--- src/rtl/cau_pkg.sv ---
package cau_pkg;

	localparam int WORD_BITS_DEF = 32;
	localparam int FRAC_BITS_DEF = 16;

	localparam int OP_BITS     = 4;
	localparam int STATUS_BITS = 2;

	typedef logic [OP_BITS-1:0]     op_t;
	typedef logic [STATUS_BITS-1:0] status_t;

	localparam op_t OP_SUM   = 4'd0;
	localparam op_t OP_DIFF  = 4'd1;
	localparam op_t OP_PROD  = 4'd2;
	localparam op_t OP_QUOT  = 4'd3;
	localparam op_t OP_CONJ  = 4'd4;
	localparam op_t OP_SCALE = 4'd5;
	localparam op_t OP_NORM  = 4'd6;
	localparam op_t OP_MAG   = 4'd7;
	localparam op_t OP_EQUAL = 4'd8;

	localparam status_t ST_OK   = 2'd0;
	localparam status_t ST_SAT  = 2'd1;
	localparam status_t ST_DIV0 = 2'd2;

	// How the final stage builds the result of a word.
	typedef enum logic [1:0] {
		KIND_SIMPLE = 2'd0,
		KIND_DIV    = 2'd1,
		KIND_SQRT   = 2'd2
	} kind_t;

	// Control that travels with each word from stage to stage.
	typedef struct packed {
		logic  valid;
		kind_t kind;
		logic  neg_re;
		logic  neg_im;
	} ctl_t;

endpackage

--- src/rtl/cau_cell.sv ---
module cau_cell #(
	parameter int WORD_BITS = cau_pkg::WORD_BITS_DEF,
	parameter int FRAC_BITS = cau_pkg::FRAC_BITS_DEF,
	parameter int IDX       = 0
) (
	input  logic                             clk,
	input  logic                             arst_n,
	input  cau_pkg::ctl_t                    ctl_i,
	output logic                             ready_o,
	output cau_pkg::ctl_t                    ctl_o,
	input  logic                             ready_i,
	input  logic [2*WORD_BITS+FRAC_BITS-1:0] nq_re_i,
	input  logic [2*WORD_BITS+FRAC_BITS-1:0] nq_im_i,
	input  logic [2*WORD_BITS-1:0]           rem_re_i,
	input  logic [2*WORD_BITS-1:0]           rem_im_i,
	input  logic [2*WORD_BITS-1:0]           den_i,
	input  logic [2*WORD_BITS-1:0]           sqn_i,
	input  logic [WORD_BITS+1:0]             sqr_i,
	input  logic [WORD_BITS-1:0]             sqt_i,
	input  logic [WORD_BITS-1:0]             sres_re_i,
	input  logic [WORD_BITS-1:0]             sres_im_i,
	input  cau_pkg::status_t                 sstat_i,
	output logic [2*WORD_BITS+FRAC_BITS-1:0] nq_re_o,
	output logic [2*WORD_BITS+FRAC_BITS-1:0] nq_im_o,
	output logic [2*WORD_BITS-1:0]           rem_re_o,
	output logic [2*WORD_BITS-1:0]           rem_im_o,
	output logic [2*WORD_BITS-1:0]           den_o,
	output logic [2*WORD_BITS-1:0]           sqn_o,
	output logic [WORD_BITS+1:0]             sqr_o,
	output logic [WORD_BITS-1:0]             sqt_o,
	output logic [WORD_BITS-1:0]             sres_re_o,
	output logic [WORD_BITS-1:0]             sres_im_o,
	output cau_pkg::status_t                 sstat_o
);
	import cau_pkg::*;

	localparam int W  = WORD_BITS;
	localparam int QW = 2*W + FRAC_BITS;
	localparam logic SQ_ON = (IDX < W);

	ctl_t ctl_q;

	assign ready_o = !ctl_q.valid || ready_i;

	// One restoring division step on each of the two quotient lanes.
	logic [2*W:0]  t_re, t_im;
	logic          ge_re, ge_im;
	logic [2*W:0]  d_re, d_im;

	assign t_re  = {rem_re_i, nq_re_i[QW-1]};
	assign t_im  = {rem_im_i, nq_im_i[QW-1]};
	assign ge_re = t_re >= {1'b0, den_i};
	assign ge_im = t_im >= {1'b0, den_i};
	assign d_re  = t_re - {1'b0, den_i};
	assign d_im  = t_im - {1'b0, den_i};

	// One digit of the square root; the first W cells carry the root.
	logic [W+3:0]  sr4;
	logic [W+3:0]  strial;
	logic          sge;
	logic [W+3:0]  sdiff;
	logic [W+1:0]  sqr_c;
	logic [W-1:0]  sqt_c;
	logic [2*W-1:0] sqn_c;

	assign sr4    = {sqr_i, sqn_i[2*W-1 -: 2]};
	assign strial = {2'b00, sqt_i, 2'b01};
	assign sge    = sr4 >= strial;
	assign sdiff  = sr4 - strial;

	always_comb begin
		if (SQ_ON) begin
			sqr_c = sge ? sdiff[W+1:0] : sr4[W+1:0];
			sqt_c = {sqt_i[W-2:0], sge};
			sqn_c = {sqn_i[2*W-3:0], 2'b00};
		end else begin
			sqr_c = sqr_i;
			sqt_c = sqt_i;
			sqn_c = sqn_i;
		end
	end

	always_ff @(posedge clk or negedge arst_n) begin
		if (!arst_n) begin
			ctl_q <= '0;
		end else if (ready_o) begin
			ctl_q <= ctl_i;
		end
	end

	always_ff @(posedge clk) begin
		if (ready_o && ctl_i.valid) begin
			nq_re_o   <= {nq_re_i[QW-2:0], ge_re};
			nq_im_o   <= {nq_im_i[QW-2:0], ge_im};
			rem_re_o  <= ge_re ? d_re[2*W-1:0] : t_re[2*W-1:0];
			rem_im_o  <= ge_im ? d_im[2*W-1:0] : t_im[2*W-1:0];
			den_o     <= den_i;
			sqn_o     <= sqn_c;
			sqr_o     <= sqr_c;
			sqt_o     <= sqt_c;
			sres_re_o <= sres_re_i;
			sres_im_o <= sres_im_i;
			sstat_o   <= sstat_i;
		end
	end

	assign ctl_o = ctl_q;

endmodule

--- config.mk ---
export PLATFORM = sky130hd
export DESIGN_NAME = cau_cell
export DESIGN_NICKNAME = d
export VERILOG_FILES = /design/src/rtl/cau_pkg.sv /design/src/rtl/cau_cell.sv
export SDC_FILE = /design/constraint.sdc
export NUM_CORES = 1
export LEC_CHECK = 0
export BUFFER_PORTS_ARGS = -buffer_cell sky130_fd_sc_hd__buf_4
export CORE_AREA = 5 5 431 433
export CTS_CLUSTER_DIAMETER = 40
export DETAILED_ROUTE_END_ITERATION = 8
export DIE_AREA = 0 0 436 438
export PLACE_DENSITY = 0.43
export SLEW_MARGIN = 20
export SYNTH_ARGS = -nofsm -noshare
export SYNTH_HDL_FRONTEND = slang
export SYNTH_SLANG_ARGS = --single-unit
--- constraint.sdc ---
create_clock -name clk -period 41.2 [get_ports clk]
set_input_delay 10.3 -clock clk [delete_from_list [all_inputs] [get_ports clk]]
set_output_delay 10.3 -clock clk [all_outputs]
set_load 0.01 [all_outputs]
# Word-level counts from Yosys, hierarchy flattened
# Cells that the tools add are included.
dict set report classes {
  addsub 3
  n_lt_le_gt_ge 3
  mux 3
  reduce_logical 3
}
# cell n
set ops {}
lappend ops {{$ge 65x64->1} 2}
lappend ops {{$mux 64} 2}
lappend ops {{$sub 64x64->64} 2}
lappend ops {{$ge 36x34->1} 1}
lappend ops {{$mux 34} 1}
lappend ops {{$sub 34x34->34} 1}
lappend ops {{$logic_and 1x1->1} 1}
lappend ops {{$logic_not 1->1} 1}
lappend ops {{$logic_or 1x1->1} 1}
dict set report word_totals {
  reg_bits 551
  out_inout_bits 554
  wordCells 27
}

# Depth between registers and ports, before layout
dict set report depth {
  word_depth 3
  depth_mapped 16
}

# Least setup slack after synthesis
# No wires, ideal clock.
dict set report synth_timing {
  path_type {in2reg}
  start {input ready_i}
  end {register den_o[0], enable pin}
  setup_ns 1.523
  arrival_ns 34.308
  t_required_ns 39.677
  path_slack_ns 5.368
  cell_stages 3
  n_path_buf 1
  cell_sequence {nor2b_1 -> clkbuf_1 -> nor2b_1}
}
dict set report synth_via {
  elab_chain_cells 2
}
# item line_no
set synth_rtl {}
lappend synth_rtl {{start, declared} cau_cell.sv:11} ;# input logic ready_i,
lappend synth_rtl {{$logic_or 1x1->1} cau_cell.sv:43} ;# assign ready_o = !ctl_q.valid || ready_i;
lappend synth_rtl {{$logic_and 1x1->1} cau_cell.sv:92} ;# if (ready_o && ctl_i.valid) begin
lappend synth_rtl {{end signal, assigned} cau_cell.sv:97} ;# den_o <= den_i;
lappend synth_rtl {{end, declared} cau_cell.sv:27} ;# output logic [2*WORD_BITS-1:0] den_o,
# No other way between the ends.
# A chain may end at the register's enable or synchronous reset.

# Worst setup path in the final report
dict set report layout_timing {
  start {input ready_i}
  end {output ready_o}
}
dict set report layout_via {
  elab_chain_cells 1
}
# item line_no
set layout_rtl {}
lappend layout_rtl {{$logic_or 1x1->1} cau_cell.sv:43}
lappend layout_rtl {{end, declared} cau_cell.sv:9} ;# output logic ready_o,
# No other way between the ends.

==> run summary <==
The flow ran to the end, and the final reports show no timing, DRC or antenna violations. In this run the tool buffered the top-level ports with 1107 buffer cells. For the routed via count, the log shows 23673. The logs give 0.145 for the combined global-route utilization of all metal layers and 89 for the count of unique library cells instantiated by Yosys.

Global routing finished with a remaining overflow of 0. The post-synthesis sequential area ratio is 0.583, and the clock transition at the registers of the reported paths is 50 ps. The met2 usage in global routing was 0.283. The critical path's top delay family is simple AND/OR/NAND/NOR gates. The tools report the I/O pin count as 1110. Per-cell routed wire length: 24.3 µm. The layout cell share with drive strength beyond 1 was 0.404. The sort of element at the end of the critical path was an output pin. Subtracting the final worst setup slack from the clock period gives 21480 ps. The tools report the first-pass iteration count of the detailed router as 5. The tools report the first-pass GRT wire length as 194000 µm.

The sequential group share of total power was 0.316. The logs give 0 for the number of endpoints failing setup at the final stage and 0 for the number of nets still failing antenna checks after routing. The final number of max-transition violations came out at 0. The floorplan step defined a die boundary enclosing 191000 µm².

The final hold violation count was 0. On the final layout, the worst clock skew is 31.9 ps. For the pin with the worst max-slew slack, the measured transition is 1050 ps.

The starting utilization of the core area was 0.156. The logs give 44 for the number of antenna violations at the first check in global routing and 24107 for the number of global-route vias before repair. Yosys mapped a number of flops with a built-in enable equal to 546. For the worst hold margin, the log shows 505 ps.

Row generation in the floorplan step produced 157 rows. The net switching component of the power is 0.000600 W. The analysis attributes to cell leakage a power of 18.4 nW. For this run, the leading register cell type out of synthesis is edfxtp_1. The normalized max-slew margin was 0.301; the post-detailed-route via-to-cell ratio was 3.96. At the worst endpoint, the arrival time is 11180 ps.

X dimension of the die: 436 µm. In this run the deepest clock path goes through 3 buffers. The clock reaches the later pin of the worst-skew pair after 780 ps.

In this run the worst path has a maximum fanout of 7. Clock tree root buffer cell: clkbuf_16. The cell that appears most often on the critical path is buf_4. After clock tree synthesis, the flow added hold-fix buffers numbering 0. Routability-driven placement finished with a final weighted congestion of 0.878.

The switching fraction of total power is 0.276. Yosys printed 0 warnings. The run gives 1485 as the DRC violation total after the first TritonRoute iteration.

TritonCTS built the clock tree. For the met3 track demand over resource in global routing, the log shows 0.0406. The area growth from synthesis to layout is 55.7%. The count of buffers added by post-CTS timing repair for setup was 0. The final layout contains routed wiring with a total length of 145000 µm. The count of unresolved DRC violations after routing is 0.

Setup repair after global routing left no endpoint under its margin. Detailed placement finished with a half-perimeter wire length of 122000 µm. For this design, the sink count on the clock tree is 551. The period utilization was 0.521. A synthesized cell averages 12.3 µm². For the worst setup path, the data required time is 30900 ps. The critical path goes through buf_4, nor2b_1, inv_1, buf_4.

Internal power comes to 0.00157 W. Post-CTS repair changed the size of 0 cells. The design draws 0.00218 W. The floorplan step set the die height to 438 µm. The region available for standard cell placement spans 182000 µm². The maximum level of the CTS H-tree is 4. In this run the cell area of the synthesized design comes to 28300 µm². The slowest stage of the critical path is the nor2b_1 cell. The delay of the slowest cell on the worst path was 510 ps; the clock network power share was 0.507. The cell count after synthesis came out at 2302.

The combinational share of power was 0.177; the async set-or-reset flop fraction in the synthesized netlist was 0.00907. The kind of start point of the critical path was a primary input. Derived from the worst setup path, the maximum achievable clock frequency is 46.6 MHz. The logs give 0.243 for the post-layout utilization of the core and 130 for the number of buffers created by CTS. The run gives 39400 µm² as the area of placed instances.

Entering global routing, the biggest net connects 130 pins. IR analysis of the VDD net gives a maximum drop of 0.0303 mV. The most heavily used metal layer in global routing was met2.

The number of flip-flops and latches in the synthesized netlist works out to 551. The critical setup path kind was in -> out. Across the run, the number of max-cap violations was 0.

For the fraction of met1 tracks used by global routing, the log shows 0.148. Dividing total power by cell area gives a power density of 49.3 nW/µm². The run gives 44100 µm² as the final design area excluding fillers.

The number of buffers and inverters on the critical path is 3. The run gives 4200 as the number of nets in the layout. The path class of the tightest hold or removal check is reg -> reg.

The total negative setup slack is 0 ps.
-- flip-flops by register name, indices dropped and copies added, names as in the netlist --
signal and flops:
rem_re_o 64, sres_re_o 32, sstat_o 2, ctl_o 5, sqn_o 62, sqr_o 34, den_o 64, nq_im_o 80
rem_im_o 64, nq_re_o 80, sres_im_o 32, sqt_o 32
-- per-layer routing --
metal / part of all wire / wire length, µm
met1: 0.36 / 51700
met2: 0.56 / 81000
met3: 0.062 / 8960
met4: 0.025 / 3710
met5: 0.00080 / 117
-- worst paths after layout --
check                                startpoint                      to  slack [ps]  depth (start not counted)
setup / recovery                        ready_i                 ready_o       19720                          4
hold / removal             ctl_o[1]$_DFFE_PN0N_    ctl_o[1]$_DFFE_PN0N_         500                          1
setup reg to reg           ctl_o[4]$_DFFE_PN0N_  rem_im_o[25]$_DFFE_PP_       36100                          6
hold reg to reg            ctl_o[1]$_DFFE_PN0N_    ctl_o[1]$_DFFE_PN0N_         500                          1
max in group asynchronous                arst_n    ctl_o[1]$_DFFE_PN0N_       31730                          1
min in group asynchronous                arst_n    ctl_o[3]$_DFFE_PN0N_        9350                          1
-- Yosys cell counts, types with 4 or more instances --
cell type  count  area share
edfxtp_1     546        0.58
a21oi_1      221       0.039
ha_1         162       0.072
nand2_1      151       0.020
nor2_1       150       0.020
inv_1        137       0.018
o21ai_0      131       0.023
a21o_1        90       0.024
xnor2_1       84       0.026
xor2_1        61       0.019
clkbuf_1      51      0.0068
mux2_4        50       0.026
nand4_1       48       0.011
o21bai_1      28      0.0074
mux2_2        27       0.011
nand3_1       27      0.0048
a31oi_1       23      0.0051
buf_2         23      0.0041
nor3_1        20      0.0035
nor2b_1       19      0.0042
a211oi_1      17      0.0045
and2_1        16      0.0035
and3_1        15      0.0033
nand2b_1      15      0.0033
o21a_1        15      0.0040
a21boi_0      12      0.0032
or3_1         12      0.0026
o211ai_1       9      0.0024
nor4_1         7      0.0015
o31ai_1        7      0.0019
or2_2          7      0.0015
and4_1         6      0.0019
o2111ai_1      6      0.0019
o221ai_1       6      0.0019
o22ai_1        6      0.0013
a221o_1        5      0.0018
dfrtp_1        5      0.0044
buf_12         4      0.0028
mux2i_1        4      0.0014
-- cell families after synthesis --
kind of cell | synth area share
AOI/OAI and AO/OA | 0.142
xor gates and xnor gates | 0.0448
adders and majority gates | 0.0729
buffers and inverters | 0.0339
DFF | 0.583
muxes | 0.0386
other | 0.000132
and+or+nand+nor | 0.0849
-- final cells by class --
| type | count | area (µm²) |
|---|---|---|
| clock inverter | 95 | 1360 |
| timing repair buffer | 1129 | 8490 |
| fill | 19303 | 138000 |
| clock buffer | 144 | 3330 |
| multi-input combinational | 1530 | 10900 |
| antenna | 9 | 22.5 |
| sequential | 551 | 16500 |
| tap | 2385 | 2980 |
| inverter | 138 | 519 |
-- through the flow --
| step | setup WS [ps] | instances |
|---|---|---|
| 2_1_floorplan | 5370 | 2303 |
| 3_3_place_gp | 19640 | 5733 |
| 3_5_place_dp | 19720 | 5733 |
| 4_1_cts | 19720 | 5972 |
| 5_1_grt | 19680 | 5979 |
| 6_report | 19720 | 5981 |
-- cells in the final DEF, fill, tap and decap left out, types with 7 or more instances in the layout --
master | Yosys | layout
or2_2 | 7 | 7
o21ai_0 | 131 | 131
and2_1 | 16 | 16
mux2_2 | 27 | 27
nand4_1 | 48 | 48
and3_1 | 15 | 15
o211ai_1 | 9 | 9
diode_2 | 0 | 9
clkinvlp_4 | 0 | 11
xnor2_1 | 84 | 84
bufinv_16 | 0 | 22
edfxtp_1 | 546 | 546
a21oi_1 | 221 | 220
clkinv_16 | 0 | 7
inv_6 | 0 | 7
nor3_1 | 20 | 20
o21bai_1 | 28 | 28
clkbuf_16 | 0 | 131
or3_1 | 12 | 12
nand3_1 | 27 | 27
nor2_1 | 150 | 150
a211oi_1 | 17 | 17
clkinv_4 | 0 | 10
clkinv_1 | 0 | 16
a21o_1 | 90 | 90
buf_4 | 2 | 1128
nor2b_1 | 19 | 18
clkbuf_1 | 51 | 13
inv_1 | 137 | 137
nand2_1 | 151 | 151
a21boi_0 | 12 | 12
ha_1 | 162 | 162
mux2_4 | 50 | 50
a31oi_1 | 23 | 23
xor2_1 | 61 | 61
o21a_1 | 15 | 15
clkinv_2 | 0 | 15
nand2b_1 | 15 | 15
nor4_1 | 7 | 7
-- power by group through the flow --
stage,sequential [W],combinational (W),clock [W]
2_1_floorplan,0.000743,0.000177,0
3_3_place_gp,0.000697,0.000391,0
3_5_place_dp,0.000698,0.000392,0
4_1_cts,0.000688,0.000394,0.00114
5_1_grt,0.000691,0.000417,0.00116
6_report,0.000688,0.000385,0.00110
No activity file was read; power rests on OpenSTA's default activity.
