<file path="src/rtl/cau_pkg.sv">
package cau_pkg;

	localparam int WORD_BITS_DEF = 32;
	localparam int FRAC_BITS_DEF = 16;

	localparam int OP_BITS     = 4;
	localparam int STATUS_BITS = 2;

	typedef logic [OP_BITS-1:0]     op_t;
	typedef logic [STATUS_BITS-1:0] status_t;

	localparam op_t OP_SUM   = 4'd0;
	localparam op_t OP_DIFF  = 4'd1;
	localparam op_t OP_PROD  = 4'd2;
	localparam op_t OP_QUOT  = 4'd3;
	localparam op_t OP_CONJ  = 4'd4;
	localparam op_t OP_SCALE = 4'd5;
	localparam op_t OP_NORM  = 4'd6;
	localparam op_t OP_MAG   = 4'd7;
	localparam op_t OP_EQUAL = 4'd8;

	localparam status_t ST_OK   = 2'd0;
	localparam status_t ST_SAT  = 2'd1;
	localparam status_t ST_DIV0 = 2'd2;

	// How the final stage builds the result of a word.
	typedef enum logic [1:0] {
		KIND_SIMPLE = 2'd0,
		KIND_DIV    = 2'd1,
		KIND_SQRT   = 2'd2
	} kind_t;

	// Control that travels with each word from stage to stage.
	typedef struct packed {
		logic  valid;
		kind_t kind;
		logic  neg_re;
		logic  neg_im;
	} ctl_t;

endpackage

</file>
<file path="src/rtl/cau_out_if.sv">
interface cau_out_if #(
	parameter int WORD_BITS = cau_pkg::WORD_BITS_DEF
);
	import cau_pkg::*;

	logic                        valid;
	logic                        ready;
	logic signed [WORD_BITS-1:0] res_real;
	logic signed [WORD_BITS-1:0] res_imag;
	status_t                     status;

	modport source (output valid, res_real, res_imag, status, input ready);
	modport sink   (input valid, res_real, res_imag, status, output ready);

endinterface

</file>
<file path="src/rtl/cau_back.sv">
module cau_back #(
	parameter int WORD_BITS = cau_pkg::WORD_BITS_DEF,
	parameter int FRAC_BITS = cau_pkg::FRAC_BITS_DEF
) (
	input  logic                             clk,
	input  logic                             arst_n,
	input  cau_pkg::ctl_t                    ctl_i,
	output logic                             ready_o,
	input  logic [2*WORD_BITS+FRAC_BITS-1:0] nq_re_i,
	input  logic [2*WORD_BITS+FRAC_BITS-1:0] nq_im_i,
	input  logic [2*WORD_BITS-1:0]           rem_re_i,
	input  logic [2*WORD_BITS-1:0]           rem_im_i,
	input  logic [WORD_BITS-1:0]             sqt_i,
	input  logic [WORD_BITS-1:0]             sres_re_i,
	input  logic [WORD_BITS-1:0]             sres_im_i,
	input  cau_pkg::status_t                 sstat_i,
	cau_out_if.source                        result
);
	import cau_pkg::*;

	localparam int W  = WORD_BITS;
	localparam int QW = 2*W + FRAC_BITS;

	// Floor of a signed quotient from the magnitude and the remainder.
	function automatic logic [QW:0] fix_q(input logic [QW-1:0] q, input logic [2*W-1:0] r,
		input logic neg);
		logic [QW:0] qe;
		qe = {1'b0, q};
		if (!neg) begin
			return qe;
		end else if (|r) begin
			return ~qe;
		end else begin
			return -qe;
		end
	endfunction

	function automatic logic [W:0] sat_q(input logic [QW:0] v);
		logic [QW-W+1:0] hi;
		logic            fits;
		hi   = v[QW:W-1];
		fits = (&hi) || !(|hi);
		if (fits) begin
			return {1'b0, v[W-1:0]};
		end else if (v[QW]) begin
			return {1'b1, 1'b1, {(W-1){1'b0}}};
		end else begin
			return {1'b1, 1'b0, {(W-1){1'b1}}};
		end
	endfunction

	logic [W:0]   dq_re, dq_im;
	logic [W-1:0] re_c, im_c;
	status_t      st_c;

	assign dq_re = sat_q(fix_q(nq_re_i, rem_re_i, ctl_i.neg_re));
	assign dq_im = sat_q(fix_q(nq_im_i, rem_im_i, ctl_i.neg_im));

	always_comb begin
		case (ctl_i.kind)
			KIND_DIV: begin
				re_c = dq_re[W-1:0];
				im_c = dq_im[W-1:0];
				st_c = (dq_re[W] || dq_im[W]) ? ST_SAT : ST_OK;
			end
			KIND_SQRT: begin
				re_c = sqt_i[W-1] ? {1'b0, {(W-1){1'b1}}} : sqt_i;
				im_c = '0;
				st_c = sqt_i[W-1] ? ST_SAT : ST_OK;
			end
			default: begin
				re_c = sres_re_i;
				im_c = sres_im_i;
				st_c = sstat_i;
			end
		endcase
	end

	logic         v_q;
	logic [W-1:0] res_re_q, res_im_q;
	status_t      stat_q;

	assign ready_o = !v_q || result.ready;

	always_ff @(posedge clk or negedge arst_n) begin
		if (!arst_n) begin
			v_q <= 1'b0;
		end else if (ready_o) begin
			v_q <= ctl_i.valid;
		end
	end

	always_ff @(posedge clk) begin
		if (ready_o && ctl_i.valid) begin
			res_re_q <= re_c;
			res_im_q <= im_c;
			stat_q   <= st_c;
		end
	end

	assign result.valid    = v_q;
	assign result.res_real = res_re_q;
	assign result.res_imag = res_im_q;
	assign result.status   = stat_q;

endmodule

</file>
<file path="src/flat_wrapper.sv">
// flat-port wrapper written by rule: the top's interface ports become plain ports
module cau_back_flat import cau_pkg::*;
#(
	parameter int WORD_BITS = cau_pkg::WORD_BITS_DEF,
	parameter int FRAC_BITS = cau_pkg::FRAC_BITS_DEF
)
  (clk, arst_n, ctl_i, ready_o, nq_re_i, nq_im_i, rem_re_i, rem_im_i, sqt_i, sres_re_i, sres_im_i, sstat_i, result_valid, result_res_real, result_res_imag, result_status, result_ready);
  cau_out_if #(.WORD_BITS(WORD_BITS)) result_i ();
  input  logic clk;
  input  logic arst_n;
  input  cau_pkg::ctl_t ctl_i;
  output logic ready_o;
  input  logic [2*WORD_BITS+FRAC_BITS-1:0] nq_re_i;
  input  logic [2*WORD_BITS+FRAC_BITS-1:0] nq_im_i;
  input  logic [2*WORD_BITS-1:0] rem_re_i;
  input  logic [2*WORD_BITS-1:0] rem_im_i;
  input  logic [WORD_BITS-1:0] sqt_i;
  input  logic [WORD_BITS-1:0] sres_re_i;
  input  logic [WORD_BITS-1:0] sres_im_i;
  input  cau_pkg::status_t sstat_i;
  output wire logic [$bits(result_i.valid)-1:0] result_valid;
  output wire logic [$bits(result_i.res_real)-1:0] result_res_real;
  output wire logic [$bits(result_i.res_imag)-1:0] result_res_imag;
  output wire logic [$bits(result_i.status)-1:0] result_status;
  input wire logic [$bits(result_i.ready)-1:0] result_ready;
  assign result_valid = result_i.valid;
  assign result_res_real = result_i.res_real;
  assign result_res_imag = result_i.res_imag;
  assign result_status = result_i.status;
  assign result_i.ready = result_ready;
  cau_back #(.WORD_BITS(WORD_BITS), .FRAC_BITS(FRAC_BITS)) u_core (.clk(clk), .arst_n(arst_n), .ctl_i(ctl_i), .ready_o(ready_o), .nq_re_i(nq_re_i), .nq_im_i(nq_im_i), .rem_re_i(rem_re_i), .rem_im_i(rem_im_i), .sqt_i(sqt_i), .sres_re_i(sres_re_i), .sres_im_i(sres_im_i), .sstat_i(sstat_i), .result(result_i));
endmodule
</file>
<file path="config.mk">
export PLATFORM = sky130hd
export DESIGN_NAME = cau_back_flat
export DESIGN_NICKNAME = d
export VERILOG_FILES = /design/src/rtl/cau_pkg.sv /design/src/rtl/cau_out_if.sv /design/src/rtl/cau_back.sv /design/src/flat_wrapper.sv
export SDC_FILE = /design/constraint.sdc
export NUM_CORES = 1
export LEC_CHECK = 0
export ABC_AREA = 1
export ABC_CLOCK_PERIOD_IN_PS = 5700
export BUFFER_PORTS_ARGS = -buffer_cell sky130_fd_sc_hd__buf_2
export CORE_MARGIN = 1
export CORE_UTILIZATION = 25
export CTS_CLUSTER_SIZE = 12
export DETAILED_ROUTE_END_ITERATION = 16
export PLACE_DENSITY_LB_ADDON = 0.08
export REMOVE_ABC_BUFFERS = 1
export SYNTH_ARGS = -nofsm -noshare
export SYNTH_HDL_FRONTEND = slang
export SYNTH_SLANG_ARGS = --single-unit
export TNS_END_PERCENT = 20
</file>
<file path="constraint.sdc">
create_clock -name clk -period 5.7 [get_ports clk]
set_input_delay 1.14 -clock clk [delete_from_list [all_inputs] [get_ports clk]]
set_output_delay 1.14 -clock clk [all_outputs]
set_load 0.02 [all_outputs]
</file>
After elaboration in Yosys (flattened, before gate mapping)
Cells that the tools add are included.
Widths: inputs -> output; s select.
{"block": "totals", "reg_bits": 67, "inputBits": 394, "out_inout_bits": 68, "word_cells": 38}
{"block": "op_classes", "n_addsub": 2, "eq_ne": 2, "mux": 14, "n_bitwise": 2, "n_reduce_logical": 14}
{"op": "$mux 81", "count": 4}
{"op": "$neg 80->81", "count": 2}
{"op": "$not 80->81", "count": 2}
{"op": "$pmux 32 s2", "count": 2}
{"op": "$reduce_or 64->1", "count": 2}
{"op": "$reduce_and 50->1", "count": 2}
{"op": "$reduce_or 50->1", "count": 2}
{"op": "$mux 33", "count": 2}
{"op": "$mux 32", "count": 2}
{"op": "$mux 31", "count": 1}
{"op": "$logic_or 1x1->1", "count": 4}
{"op": "$pmux 2 s2", "count": 1}
{"op": "$logic_not 1->1", "count": 3}
{"op": "$eq 2x1->1 const B", "count": 1}
{"op": "$eq 2x2->1 const B", "count": 1}
{"op": "$mux 1", "count": 2}
{"op": "$logic_and 1x1->1", "count": 1}

Depth between registers and ports, before layout
{"block": "logic_depth", "ltp_word": 10, "mapped_depth": 25, "mapped_depth_nobuf": 24}

Worst setup path before layout
Ideal clock, no wire load.
{"block": "synth_path", "path_type": "input port to flip-flop", "from": "in ctl_i[4] (netlist bit)", "to": "reg u_core.res_im_q[0] (netlist: u_core.result.res_imag[0]), enable pin", "setup_time_ns": 0.512, "arrival_time_ns": 4.384, "required_time_ns": 5.188, "setup_slack_ns": 0.804, "path_stages": 2, "path_buffers": 0, "cell_sequence": "inv_1 > a21oi_1"}
{"block": "synth_between", "elab_chain_cells": 1}
{"item": "start, declared", "line_no": "flat_wrapper.sv:11", "text": "input cau_pkg::ctl_t ctl_i;"}
{"item": "$logic_and 1x1->1", "line_no": "cau_back.sv:94", "text": "if (ready_o && ctl_i.valid) begin"}
{"item": "end signal, assigned", "line_no": "cau_back.sv:96", "text": "res_im_q <= im_c;"}
{"item": "end, declared", "line_no": "cau_back.sv:80", "text": "logic [W-1:0] res_re_q, res_im_q;"}
Every way passes these cells.
A chain may end at the register's enable or synchronous reset.

Worst setup path in the final report
{"block": "layout_path", "from": "in rem_re_i[17]", "to": "reg u_core.res_re_q[27] (netlist: u_core.result.res_real[27]), data pin"}
{"block": "layout_between", "elab_chain_cells": 8, "elab_cells_between_ends": 10, "classes_between": "mux (5); reduce/logical (5)"}
{"item": "start, declared", "line_no": "flat_wrapper.sv:15", "text": "input logic [2*WORD_BITS-1:0] rem_re_i;"}
{"item": "$reduce_or 64->1 (*)", "line_no": "cau_back.sv:31", "text": "end else if (|r) begin"}
{"item": "$mux 81 (*)", "line_no": "cau_back.sv:31"}
{"item": "$mux 81 (*)", "line_no": "cau_back.sv:29", "text": "if (!neg) begin"}
{"item": "$reduce_or 50->1", "line_no": "cau_back.sv:42", "text": "fits = (&hi) || !(|hi);"}
{"item": "$logic_not 1->1", "line_no": "cau_back.sv:42"}
{"item": "$logic_or 1x1->1", "line_no": "cau_back.sv:42"}
{"item": "$mux 33 (*)", "line_no": "cau_back.sv:43", "text": "if (fits) begin"}
{"item": "$pmux 32 s2 (*)", "line_no": "cau_back.sv:60", "text": "case (ctl_i.kind)"}
{"item": "named net u_core.re_c[27]", "line_no": "cau_back.sv:53", "text": "logic [W-1:0] re_c, im_c;"}
{"item": "end signal, assigned", "line_no": "cau_back.sv:95", "text": "res_re_q <= re_c;"}
{"item": "end, declared", "line_no": "cau_back.sv:80"}
The timed path passes the listed nets; every way through them passes the cells marked *.

==> metrics.cfg <==
[flow_run]
maxCapViolCount=0

[synth]
synth_top_area_share_pct=27.7
synth_cell_types=38
synth.largest_area_cell=nand2_1
synth_common_cells=859 x nand2_1, 494 x nor2_1, 226 x nand3_1
syn_area_mm2=0.0117
synth_seq_cells=67
synth_flop_cell=edfxtp_1
syn_avg_cell_area_um2=5.15
postSynthCellCount=2262
yosysSeqAreaShare_pct=17.2
ys_async_sr_fraction_pct=1.49
yosysMostFrequentCell=nand2_1
ys_warn_count=0
synth-edff-count=66
synth_area_leaders=nand2_1 28%, edfxtp_1 17%, nor2_1 16%, nand3_1 9.7%, inv_1 5.8%

[die]
num_io_pins=462
initial_core_util_pct=25.5
die_w_um=218
row_count=78
die_h_um=218
die_area_mm2=0.0475
core_area_mm2=0.0457

[critical_path]
start_kind=input port
crit_required_ps=5800
cp.arrival_ps=4620
cp-end-kind=flip-flop
critPathKind=input port to flip-flop
critPathMaxFanout=46
rrSetupSlack_ps=3930

[timing]
finalSetupViolations=0
fmax_ghz=0.221
max_slew_margin_pct=17.9
clock_skew_ps=12.1
rsz0062_at_grt=false
final_hold_viol_count=0
finalSetupTns_ps=0
timing.hold.ws_ps=552
tightest_slew_ps=1230
slew_viol_final=0
finalCritPeriodShare_pct=79.2
finalCriticalPeriod_ps=4520

[cts]
clk_path_buf_depth=2
cts_root_buf=clkbuf_16
cts_buffers=9
cts_tree=done
cts.sinks=67
clk_pin_slew_worst_paths_ps=50
postCtsHoldBufs=0
clkLatencyLatePin_ps=360
ctsResizeCount=0
htreeDepth=3
postCtsSetupBuffers=0

[placement]
portBuffers=461
dp.cells=3270
post-dp-hpwl_mm=51.6
place.gp.congestion=0.955

[pwr]
switchingPower_mw=0.781
swShare_pct=37.8
comb_power_share_pct=40.0
seqPwrFrac_pct=29.3
leakage_nw=7.01
power.share.clock_pct=30.7
peakVddDrop_mv=0.200
p_int_mw=1.28
power_density_mw_per_mm2=140

[outcome]
outcome=finished, final reports clean

[layout]
nNetsFinal=3079
finalNonFillerCells=3289
syn2layout_area_growth_pct=27.0
drive_gt1_share_pct=19.7

[global_routing]
grtUsageTotal_pct=25.1
grt_max_degree=67
overflow=0
grt_pass1_wl_mm=90.5
grt_pass1_vias=15000
antenna_found_initial=11

[drt]
num_vias=16100
drt_drc_violations_left=0
vias_per_cell=4.89
routed_wl_mm=60.8
ant_nets=0
wl_per_cell_um=18.5
drt_iter0_drc=1291
dr.pass1.iters=5

[hold_path]
hold_path.class=input port to asynchronous set/reset pin

## cell families (layout without fill, tap and decap cells)
| logic type | Yosys count | after routing | synth area share (%) |
|---|---|---|---|
| AO/OA/AOI/OAI | 161 | 161 | 7.28 |
| flip-flops | 67 | 67 | 17.2 |
| XOR/XNOR | 69 | 69 | 5.19 |
| other | 0 | 3 | 0 |
| adder cells (fa/ha/maj) | 4 | 4 | 0.430 |
| buffers and inverters | 255 | 679 | 9.30 |
| AND/OR/NAND/NOR | 1706 | 1706 | 60.6 |
## routing by layer
layer | global-route usage [%] | up-vias | share of wire (%)
met5 | 0 | - | 0.15
met4 | 5.36 | 14 | 1.6
met3 | 3.68 | 60 | 6.5
met2 | 41.1 | 652 | 45
met1 | 34.5 | 7281 | 47
li1 | - | 8073 | -
## layout make-up
class                           instances  area, um^2
Sequential cell                        67        2010
Multi-Input combinational cell       1940        8570
Inverter                              186         698
Timing Repair Buffer                  477        2440
Tap cell                              600         751
Fill cell                            5443       30900
Clock buffer                           14         264
Antenna cell                            3        7.51
Clock inverter                          2        60.1
## path summary, 6_finish.rpt
path	from	to	cells past startpoint
max	rem_re_i[17]	u_core.result.res_real[27]	23
min	arst_n	u_core.result.valid	1
max reg2reg	u_core.result.valid	u_core.result.res_imag[3]	2
min reg2reg	u_core.result.valid	u_core.result.valid	2
max in group asynchronous	arst_n	u_core.result.valid	1
min in group clk	u_core.result.valid	u_core.result.valid	2
## flip-flops by register name, indices dropped and copies added, names as in the netlist
name and flops:
u_core.result.status 2, u_core.result.res_imag 32, u_core.result.valid 1, u_core.result.res_real 32
## power by group through the flow
stage | sequential, mW | clock [mW] | combinational (mW)
5_1_grt | 0.608 | 0.672 | 0.916
6_report | 0.605 | 0.635 | 0.826
4_1_cts | 0.606 | 0.652 | 0.825
3_3_place_gp | 0.615 | 0 | 0.822
3_5_place_dp | 0.616 | 0 | 0.822
2_1_floorplan | 0.664 | 0 | 0.379
## cell usage in the layout (no fill, tap or decap), types with 3 or more instances in the layout
cell         n
nand3_1    226
nor2_1     494
o21ai_2      3
ha_1         4
nand2_2      7
o21ai_1      8
nand2_4      4
o41ai_1      3
nor2_2      10
inv_2        3
buf_2      461
and2_1       9
nand2_1    859
nor2_4       3
clkbuf_1     3
a21oi_1     72
nand3_2      5
nand3b_1     6
clkbuf_16    9
diode_2      3
clkinv_1     3
buf_4       15
edfxtp_1    66
xor2_1      42
nor3_1       6
o21ai_0     67
xnor2_1     27
nand4_1     73
inv_1      180
## critical path, cell delays in order
cell and delay (ps):
buf_2 100, nor2_1 180, nand2_1 80, nor2_1 100, nand2_1 60, nor2_2 270
nand2_2 60, buf_4 210, nand2_4 390, buf_12 280, nand3_1 100, nand2_1 110
and2_1 120, nand2_1 90, nor2_1 150, nand2_1 70, nor2_1 140, nand3_1 120
nand2_1 110, buf_4 320, nand2_1 130, nand3_1 150, a21oi_1 80
## through the flow
step / util (%) / total power [mW] / cell area [um^2] / worst slack [ps]
4_1_cts: 32.4 / 2.08 / 14800 / 1170
2_1_floorplan: - / 1.04 / 11300 / 804
6_report: 32.4 / 2.07 / 14800 / 1180
5_1_grt: 32.4 / 2.20 / 14800 / 878
3_3_place_gp: 31.7 / 1.44 / 14500 / 824
3_5_place_dp: 31.7 / 1.44 / 14500 / 802
Power figures use the tool's default switching activity.
